**src/sv/dat_pkg.sv**
```systemverilog
// ----------------------------------------------------------------------------
// Dumper angle tracker package
// Shared types, codes and constants for the dumper angle tracker.
// ----------------------------------------------------------------------------
package dat_pkg;

  localparam int unsigned TICK_SHIFT    = 10;
  localparam int unsigned TICKS_PER_SEC = 1 << TICK_SHIFT;

  localparam int unsigned SPEED_W = 16;
  localparam int unsigned TICK_W  = 32;
  localparam int unsigned ANGLE_W = 24;
  localparam int unsigned MSTEP_W = 9;
  localparam int unsigned RATE_W  = 16;

  localparam logic [MSTEP_W-1:0] MSTEP_RESET = 9'd16;

  // floor(y / 3) == (y * PULSE_RECIP) >> 16 for every 15-bit y.
  localparam logic [14:0] PULSE_RECIP = 15'd21846;

  localparam logic signed [ANGLE_W-1:0] ANGLE_MAX = 24'sh7FFFFF;
  localparam logic signed [ANGLE_W-1:0] ANGLE_MIN = -24'sh800000;

  typedef enum logic [1:0] {
    MODE_HORIZ = 2'd0,
    MODE_UP    = 2'd1,
    MODE_DOWN  = 2'd2,
    MODE_TOP   = 2'd3
  } dat_mode_e;

  typedef enum logic [1:0] {
    REQ_UP    = 2'd0,
    REQ_DOWN  = 2'd1,
    REQ_STOP  = 2'd2,
    REQ_QUERY = 2'd3
  } dat_req_e;

  typedef enum logic [1:0] {
    STATUS_OK    = 2'd0,
    STATUS_BUSY  = 2'd1,
    STATUS_FAULT = 2'd2
  } dat_status_e;

  typedef struct packed {
    logic [1:0]         req_type;
    logic [SPEED_W-1:0] speed;
    logic [TICK_W-1:0]  now_tick;
    logic               at_home;
  } dat_req_t;

  typedef struct packed {
    logic [1:0]                status;
    logic                      motor_run;
    logic                      motor_dir;
    logic [RATE_W-1:0]         pulse_rate;
    logic signed [ANGLE_W-1:0] angle;
    logic [1:0]                mode;
  } dat_rsp_t;

  typedef struct packed {
    logic [1:0]                mode;
    logic signed [ANGLE_W-1:0] stored_angle;
    logic [SPEED_W-1:0]        move_speed;
    logic [TICK_W-1:0]         start_tick;
    logic                      run;
    logic                      dir;
  } dat_state_t;

endpackage

```
**src/sv/dumper_angle_tracker_unit.sv**
```systemverilog
// ----------------------------------------------------------------------------
// Dumper angle tracker unit
// Tilt actuator mode machine with a dead-reckoned angle estimate.
// ----------------------------------------------------------------------------
//   Channel   Direction  Handshake                 Payload
//   in        input      in_valid_i / in_ready_o   in_data_i   (dat_req_t)
//   out       output     out_valid_o / out_ready_i out_data_o  (dat_rsp_t)
//   cfg       input      cfg_we_i                  cfg_wdata_i (microstep mode)
//
// An item is held in the input register and then passes through the
// logic (one elapsed-angle multiply and the saturating add) into the result
// register, and one item is taken every cycle while the result is not stalled.
// Reset clears the tracker state and loads the microstep mode with 16.
// A stalled result holds both stages; the input side keeps taking items as
// long as the input register is empty or moves on.
// ----------------------------------------------------------------------------
module dumper_angle_tracker_unit
  import dat_pkg::*;
(
  input  logic               clk_i,
  input  logic               rst_ni,
  input  logic               in_valid_i,
  output logic               in_ready_o,
  input  dat_req_t           in_data_i,
  output logic               out_valid_o,
  input  logic               out_ready_i,
  output dat_rsp_t           out_data_o,
  input  logic               cfg_we_i,
  input  logic [MSTEP_W-1:0] cfg_wdata_i
);

  logic               in_valid_q, in_valid_d;
  dat_req_t           in_q, in_d;
  logic               out_valid_q, out_valid_d;
  dat_rsp_t           out_q, out_d;
  dat_state_t         state_q, state_d;
  logic [MSTEP_W-1:0] mstep_q, mstep_d;
  dat_state_t         state_nxt;
  dat_rsp_t           rsp;
  logic               advance;
  logic               fire;

  assign advance    = !out_valid_q || out_ready_i;
  assign in_ready_o = !in_valid_q || advance;
  assign fire       = in_valid_q && advance;

  dat_step_logic u_step (
    .state_i     (state_q),
    .req_i       (in_q),
    .microstep_i (mstep_q),
    .state_o     (state_nxt),
    .rsp_o       (rsp)
  );

  always_comb begin
    in_valid_d  = in_valid_q;
    in_d        = in_q;
    out_valid_d = out_valid_q;
    out_d       = out_q;
    state_d     = state_q;
    mstep_d     = cfg_we_i ? cfg_wdata_i : mstep_q;
    if (in_ready_o) begin
      in_valid_d = in_valid_i;
      if (in_valid_i) begin
        in_d = in_data_i;
      end
    end
    if (advance) begin
      out_valid_d = in_valid_q;
    end
    if (fire) begin
      out_d   = rsp;
      state_d = state_nxt;
    end
  end

  always_ff @(posedge clk_i or negedge rst_ni) begin
    if (!rst_ni) begin
      in_valid_q           <= 1'b0;
      out_valid_q          <= 1'b0;
      state_q.mode         <= MODE_HORIZ;
      state_q.stored_angle <= '0;
      state_q.move_speed   <= '0;
      state_q.start_tick   <= '0;
      state_q.run          <= 1'b0;
      state_q.dir          <= 1'b0;
      mstep_q              <= MSTEP_RESET;
    end else begin
      in_valid_q  <= in_valid_d;
      out_valid_q <= out_valid_d;
      state_q     <= state_d;
      mstep_q     <= mstep_d;
    end
  end

  always_ff @(posedge clk_i) begin
    in_q  <= in_d;
    out_q <= out_d;
  end

  assign out_valid_o = out_valid_q;
  assign out_data_o  = out_q;

  a_up_runs_up: assert property (@(posedge clk_i) disable iff (!rst_ni)
    state_q.mode == MODE_UP |-> state_q.run && !state_q.dir)
    else $error("moving up without the motor running up");

  a_down_runs_down: assert property (@(posedge clk_i) disable iff (!rst_ni)
    state_q.mode == MODE_DOWN |-> state_q.run && state_q.dir)
    else $error("moving down without the motor running down");

  a_stopped_no_rate: assert property (@(posedge clk_i) disable iff (!rst_ni)
    out_valid_o && !out_data_o.motor_run |-> out_data_o.pulse_rate == '0)
    else $error("pulse rate given while the motor is stopped");

  a_busy_mode: assert property (@(posedge clk_i) disable iff (!rst_ni)
    out_valid_o && out_data_o.status == STATUS_BUSY |-> out_data_o.mode == MODE_DOWN)
    else $error("busy reported outside of moving down");

  a_in_hold: assert property (@(posedge clk_i) disable iff (!rst_ni)
    in_valid_q && !advance |=> in_valid_q && $stable(in_q))
    else $error("input register lost an item while stalled");

endmodule

```
**src/sv/dat_pulse_calc.sv**
```systemverilog
// ----------------------------------------------------------------------------
// Dumper pulse rate calculator
// Converts the move speed into a motor pulse rate at the microstep setting.
// ----------------------------------------------------------------------------
module dat_pulse_calc
  import dat_pkg::*;
(
  input  logic [SPEED_W-1:0] speed_i,
  input  logic [MSTEP_W-1:0] microstep_i,
  input  logic               run_i,
  output logic [RATE_W-1:0]  rate_o
);

  logic [SPEED_W+MSTEP_W-1:0] prod;
  logic [14:0]                scaled;
  logic [29:0]                third;

  // The rate is speed * microstep / 3072, taken as a shift by 1024 and a
  // division by three through a reciprocal multiply.
  assign prod   = speed_i * microstep_i;
  assign scaled = prod[SPEED_W+MSTEP_W-1:10];
  assign third  = scaled * PULSE_RECIP;
  assign rate_o = run_i ? {2'b00, third[29:16]} : '0;

endmodule

```
**src/sv/dat_step_logic.sv**
```systemverilog
// ----------------------------------------------------------------------------
// Dumper step logic
// Computes the next tracker state and the result item for one request.
// ----------------------------------------------------------------------------
module dat_step_logic
  import dat_pkg::*;
(
  input  dat_state_t         state_i,
  input  dat_req_t           req_i,
  input  logic [MSTEP_W-1:0] microstep_i,
  output dat_state_t         state_o,
  output dat_rsp_t           rsp_o
);

  logic [TICK_W-1:0]         dt;
  logic [TICK_W+SPEED_W-1:0] prod;
  logic [ANGLE_W:0]          elapsed;
  logic signed [ANGLE_W+2:0] sum;
  logic signed [ANGLE_W-1:0] live;
  logic [1:0]                status;
  logic [RATE_W-1:0]         rate;
  dat_state_t                nxt;
  logic signed [ANGLE_W-1:0] angle;

  assign dt   = req_i.now_tick - state_i.start_tick;
  assign prod = dt * state_i.move_speed;

  always_comb begin
    if (prod[TICK_W+SPEED_W-1:TICK_SHIFT+ANGLE_W] != '0) begin
      elapsed = {1'b1, {ANGLE_W{1'b0}}};
    end else begin
      elapsed = prod[TICK_SHIFT+ANGLE_W:TICK_SHIFT];
    end
  end

  always_comb begin
    case (state_i.mode)
      MODE_UP: begin
        sum = {{3{state_i.stored_angle[ANGLE_W-1]}}, state_i.stored_angle}
              + {2'b00, elapsed};
      end
      MODE_DOWN: begin
        sum = {{3{state_i.stored_angle[ANGLE_W-1]}}, state_i.stored_angle}
              - {2'b00, elapsed};
      end
      default: begin
        sum = {{3{state_i.stored_angle[ANGLE_W-1]}}, state_i.stored_angle};
      end
    endcase
    if (sum > $signed({{3{1'b0}}, ANGLE_MAX})) begin
      live = ANGLE_MAX;
    end else if (sum < $signed({{3{1'b1}}, ANGLE_MIN})) begin
      live = ANGLE_MIN;
    end else begin
      live = sum[ANGLE_W-1:0];
    end
  end

  always_comb begin
    nxt    = state_i;
    status = STATUS_OK;
    angle  = state_i.stored_angle;
    case (req_i.req_type)
      REQ_UP: begin
        nxt.move_speed = req_i.speed;
        nxt.start_tick = req_i.now_tick;
        nxt.mode       = MODE_UP;
        nxt.run        = 1'b1;
        nxt.dir        = 1'b0;
      end
      REQ_DOWN: begin
        if (state_i.mode == MODE_DOWN) begin
          status = STATUS_BUSY;
          angle  = live;
        end else if (req_i.at_home) begin
          nxt.mode = MODE_HORIZ;
          status   = STATUS_FAULT;
        end else begin
          nxt.move_speed = req_i.speed;
          nxt.start_tick = req_i.now_tick;
          nxt.mode       = MODE_DOWN;
          nxt.run        = 1'b1;
          nxt.dir        = 1'b1;
        end
      end
      REQ_STOP: begin
        nxt.run        = 1'b0;
        nxt.start_tick = '0;
        if (state_i.mode == MODE_DOWN && req_i.at_home) begin
          nxt.stored_angle = '0;
          nxt.mode         = MODE_HORIZ;
        end else if (state_i.mode == MODE_DOWN || state_i.mode == MODE_UP) begin
          nxt.stored_angle = live;
          nxt.mode         = MODE_TOP;
        end
        angle = nxt.stored_angle;
      end
      default: begin
        angle = live;
      end
    endcase
  end

  dat_pulse_calc u_pulse (
    .speed_i     (nxt.move_speed),
    .microstep_i (microstep_i),
    .run_i       (nxt.run),
    .rate_o      (rate)
  );

  assign state_o          = nxt;
  assign rsp_o.status     = status;
  assign rsp_o.motor_run  = nxt.run;
  assign rsp_o.motor_dir  = nxt.dir;
  assign rsp_o.pulse_rate = rate;
  assign rsp_o.angle      = angle;
  assign rsp_o.mode       = nxt.mode;

endmodule

```
**config.mk**
```make
export PLATFORM = sky130hd
export DESIGN_NAME = dumper_angle_tracker_unit
export DESIGN_NICKNAME = d
export VERILOG_FILES = /design/src/sv/dat_pkg.sv /design/src/sv/dumper_angle_tracker_unit.sv /design/src/sv/dat_pulse_calc.sv /design/src/sv/dat_step_logic.sv
export SDC_FILE = /design/constraint.sdc
export NUM_CORES = 2
export LEC_CHECK = 0
export BUFFER_PORTS_ARGS = -buffer_cell sky130_fd_sc_hd__clkbuf_2
export CAP_MARGIN = 20
export CORE_UTILIZATION = 60
export CTS_CLUSTER_SIZE = 20
export DETAILED_ROUTE_END_ITERATION = 8
export PLACE_DENSITY = 0.77
export SLEW_MARGIN = 25
export SYNTH_ARGS = -nofsm -noshare
export SYNTH_HDL_FRONTEND = slang
export SYNTH_SLANG_ARGS = --single-unit
```
**constraint.sdc**
```tcl
create_clock -name clk_i -period 16.51 [get_ports clk_i]
set_input_delay 3.302 -clock clk_i [delete_from_list [all_inputs] [get_ports clk_i]]
set_output_delay 3.302 -clock clk_i [all_outputs]
set_load 0.005 [all_outputs]
```
# --- Yosys cells after proc, flatten, opt, wreduce, memory -nomap -nowiden ---
# Cells that the tools add are included.
op_classes:
  add_sub_neg: 3
  n_bitwise: 1
  n_mul: 3
  magnitude_cmp: 2
  n_eq_ne: 6
  n_reduce_logical: 14
  mux: 18
ops:
  columns: ["operator", "count"]
  rows:
  - ["50-bit 2-to-1 mux", 2]
  - ["33-bit case mux with 3 select lines", 1]
  - ["24-bit 2-to-1 mux", 3]
  - ["24-bit case mux with 3 select lines", 1]
  - ["27-bit case mux with 2 select lines", 1]
  - ["26-bit 2-to-1 mux", 2]
  - ["32-bit by 16-bit multiplier with 48-bit output", 1]
  - ["16-bit case mux with 2 select lines", 1]
  - ["32-bit subtractor", 1]
  - ["15-bit by 14-bit multiplier with 29-bit output (second input constant)", 1]
  - ["24-bit by 26-bit adder with 27-bit output", 1]
  - ["27-bit by 24-bit > comparator with 1-bit output (second input constant)", 1]
  - ["27-bit by 24-bit less-than comparator with 1-bit output (second input constant)", 1]
  - ["24-bit by 26-bit subtractor with 27-bit output", 1]
  - ["16-bit by 9-bit multiplier with 25-bit output", 1]
  - ["25-bit 2-to-1 mux", 1]
  - ["14-bit nonzero test", 1]
  - ["2-bit 2-to-1 mux", 3]
  - ["2-bit case mux with 3 select lines", 1]
  - ["2-bit by 1-bit equality test with 1-bit output (second input constant)", 2]
  - ["2-bit equality test (second input constant)", 2]
  - ["2-bit != test (second input constant)", 2]
  - ["2-bit AND reduction", 2]
  - ["4-bit AND reduction", 1]
  - ["9 further kinds", 13]
word_totals:
  ff_bits: 184
  word_cells: 68

# --- Depth between registers and ports, before layout ---
depth:
  word_depth: 12
  depth_mapped: 70

# --- Cells and area by module ---
# A second synthesis with hierarchy kept.
hier_totals:
  cells_unflattened: 4220
  hier_area_um2: 37823.8
modules_own_cells:
  columns: ["mod", "instances", "cells_per_inst", "seq_area_each_um2", "area_per_inst_um2"]
  rows:
  - ["dat_step_logic", 1, 3035, 0.0, 23540.1]
  - ["dat_pulse_calc", 1, 900, 0.0, 8006.4]
  - ["dumper_angle_tracker_unit", 1, 285, 5091.1, 6277.3]

# --- Worst setup path after synthesis ---
# OpenSTA, ideal clock, no wires.
synth_path:
  kind: "reg-to-reg"
  from: "register in_q[2] (netlist bit)"
  to: "register out_q, in the netlist out_data_o[13] (data pin)"
  t_arrival_ns: 14.489
  stages_incl_launch_ff: 65
  setup_time_ns: 0.275
  synth_period_minus_slack_ns: 14.763
  path_slack_ns: 1.747
  path_buffers: 6
  cell_sequence: "edfxtp_1 ha_1 nor2b_1 o21ai_0 a21boi_0 o21ai_0 a21boi_0 o2111ai_1 a31oi_1 a2111oi_0 o21bai_1 a21o_1 a21o_1 a21oi_1 xnor2_1 clkbuf_1 nand2_1 fa_1 [29 not listed] nand4_1 a32oi_1 o211ai_1 ha_1 a21o_1 a21oi_1 nor2_1 o311ai_0 a41oi_1 o31ai_1 mux2i_1 o31ai_1 or3_1 or3_1 nand4_1 o221ai_1 o211ai_1 a221oi_1"
synth_rtl:
  columns: ["element", "line", "source"]
  rows:
  - ["start: declaration", "dumper_angle_tracker_unit.sv:33", "dat_req_t in_q, in_d;"]
  - ["start signal: assignment", "dumper_angle_tracker_unit.sv:97", "in_q <= in_d;"]
  - ["end signal: assignment", "dumper_angle_tracker_unit.sv:98", "out_q <= out_d;"]
  - ["end: declaration", "dumper_angle_tracker_unit.sv:35", "dat_rsp_t out_q, out_d;"]

==> metrics.txt <==
CP peak stage delay=0.64 ns; Period Utilization, post-route=94.3%; # fillers=4701; endpoints failing setup=0; # rows=88; Yosys Warn Count=0; FF/Latch Area=0.00503 mm²; Clock Path Buffers=2; routability congestion estimate=0.948; slew margin rel.=29.5%; register area share after synthesis=14.4%; Worst-Margin Slew=1.06 ns; multi-input gate area in the final layout=0.0267 mm²; Most used DFF post-synth=edfxtp_1; I/O Buffers=110; Arr. time, crit path=15.83 ns; max-slew violations=0; most used cell, CP=fa_1; iteration-0 DRC count of the detailed router=2087; reg2reg path depth=56; CP max stage cell=and2_1; run status=finished clean; Initial Utilization=60.7%; cell area after synthesis=0.0350 mm²; largest net degree at the start of global routing=63; Fmax=0.0642 GHz; EDFF count, synth=95; hold crit path type=flop to flop; Vias/cell=5.85; DRC=0; Final Hold Viols=0; Crit Reg-Reg Startpoint=in_q[1]$_DFFE_PP_; total CTS buffers=17; clk_lat worst skew=0.50 ns; share of cells above drive strength 1=7.29%; global route total overflow=0; worst r2r dst=out_data_o[17]$_DFFE_PP_; hold path start=state_q[33]$_DFFE_PN0P_; Reg2Reg Setup Slack=0.94 ns; final WL=88200 µm; Hold Path End=state_q[33]$_DFFE_PN0P_; post-DP HPWL=68500 µm; Sum Neg Setup Slack=0 ns; post-route ant nets=0; synthesized area per cell=9.04 µm²; CTS Sinks=182; Worst-path clk slew=0.08 ns; number of distinct library cells after synthesis=86; Synth Instances=3869; Max Cap Viol=0; Async SR Flop Fraction=47.8%; Startpoint Class=flop; full die area=0.0592 mm²; gr usage total=31.3%; Clock Skew=0.0183 ns; Die W=243 µm; CTS tree=done; crit path from=in_q[1]$_DFFE_PP_; post-DR wirelength/cell=18.9 µm; RSZ-0062 raised after global routing=false; Pre-Repair DR Iteration Count=5; NumNets Final=4843; vias in the first global route=28300; CP endpoint kind=flop; initial antenna violation count=4; Clock Root Buffer=clkbuf_16; first-pass GRT wire length=147000 µm; crit path time final=15.57 ns; core area=0.0576 mm²; DR vias=27300; Critical Path Fanout Max=18; Worst Path Required=16.77 ns; htree depth=4; worst hold path stage count=2; Die Y-Extent=243 µm; WS Path Type=flop to flop; synth-to-layout area growth=5.65%; flops & latches, synth=182; IO Pins=113
-- stage by stage --
step	std cells	setup slack, ns	utilization (%)	area, µm²	hold WS [ns]
3_5_place_dp	4627	0.298	62.9	36200	0.474
5_1_grt	4663	0.0562	64.1	36900	0.522
2_1_floorplan	3870	1.75	-	35000	0.441
6_report	4665	0.938	64.1	36900	0.493
4_1_cts	4659	0.208	63.9	36800	0.494
3_3_place_gp	4627	0.664	62.9	36200	0.459
-- synthesized netlist by cell type, types with 8 or more instances --
master	number	area [µm²]
o21ai_0	123	616
nand2_1	534	2000
buf_1	8	30.0
mux2i_1	14	140
a31oi_1	13	81.3
nor3_1	36	180
and3_1	22	138
fa_1	580	11600
clkbuf_1	148	556
edfxtp_1	95	2850
o221a_1	8	90.1
nor2b_1	41	257
dfrtp_1	86	2150
o31ai_1	9	67.6
o211ai_1	18	135
o2111ai_1	11	96.3
a221oi_1	17	149
a22o_1	15	131
a21oi_1	122	611
a21o_1	59	443
nand3_1	73	365
xnor2_1	62	543
nand2b_1	30	188
and2_1	234	1460
o21ai_1	16	80.1
nor4_1	9	56.3
nor2_1	145	544
a211oi_1	9	67.6
o21a_1	26	195
ha_1	313	3920
inv_1	714	2680
or3_1	9	56.3
o21bai_1	15	113
nand4_1	11	68.8
mux2_2	40	450
o221ai_1	11	96.3
xor2_1	56	490
-- area by class of cell --
| cell class | count | share of cell area (%) |
|---|---|---|
| multi-input cells | 2802 | 72.3 |
| clock buffers | 17 | 1.15 |
| diodes | 2 | 0.0136 |
| clock inverters | 15 | 0.423 |
| inverters | 716 | 7.28 |
| well taps | 765 | 2.59 |
| flip-flops and latches | 182 | 13.6 |
| repair buffers | 166 | 2.64 |
-- what timing repair did --
action                                  CTS  global route
gates resized for setup                   0            16
buffers inserted                          0             4
endpoints found under the setup margin    0            48
hold buffers                              0             0
-- sequential cells by signal, summed over array words and instances, names as in the netlist --
name         flops
in_q            51
in_valid_q       1
mstep_q          9
out_data_o      44
out_valid_o      1
state_q         76
-- per-layer routing --
metal  wire length [µm]  up-vias  global-route usage, %
met4               2850        4                   10.8
met3               8160      191                   6.81
li1                   -    12400                      -
met1              35800    13500                   41.6
met5                 24        -                      0
met2              41300     1205                   50.7
-- how the worst max path moves through the flow --
stage / slack [ns] / cells past startpoint / end
2_1_floorplan: 1.75 / 64 / out_data_o[13]$_DFFE_PP_
3_3_place_gp: 0.66 / 61 / out_data_o[4]$_DFFE_PP_
3_5_place_dp: 0.30 / 62 / out_data_o[5]$_DFFE_PP_
4_1_cts: 0.21 / 62 / out_data_o[5]$_DFFE_PP_
5_1_grt: 0.06 / 61 / out_data_o[4]$_DFFE_PP_
6_report: 0.94 / 56 / out_data_o[17]$_DFFE_PP_
-- cells by family after synthesis --
kind of cell | share of synthesized area [%]
AO/OA/AOI/OAI | 10.6
XOR/XNOR | 3.03
adder cells (fa/ha/maj) | 44.4
buffers and inverters | 9.66
flip-flops | 14.4
multiplexers | 1.69
other | 0.0107
AND/OR/NAND/NOR | 16.2
-- worst max-delay path: cells and delay by family, from the launching register on --
family,cells,cell delay [ns]
fa+ha+maj,11,4.82
compound gates,22,4.72
simple gates,15,3.82
xor+xnor,2,0.95
buf+inv,6,0.69
flops,1,0.35
-- cells in the final DEF (no fill, tap or decap), drive strengths merged, types with 14 or more instances in the layout --
master    n
a21o     59
a21oi   122
a221oi   17
a22o     15
a31oi    14
and2    234
and3     22
buf      57
clkbuf  126
dfrtp    86
edfxtp   95
fa      580
ha      313
inv     724
mux2     40
mux2i    14
nand2   535
nand2b   30
nand3    73
nor2    145
nor2b    41
nor3     36
o211ai   18
o21a     26
o21ai   139
o21bai   16
xnor2    62
xor2     56
Power is left out: the tool's default activity adds up to more than one toggle a clock period on the data nets, which glitch-free logic cannot reach.
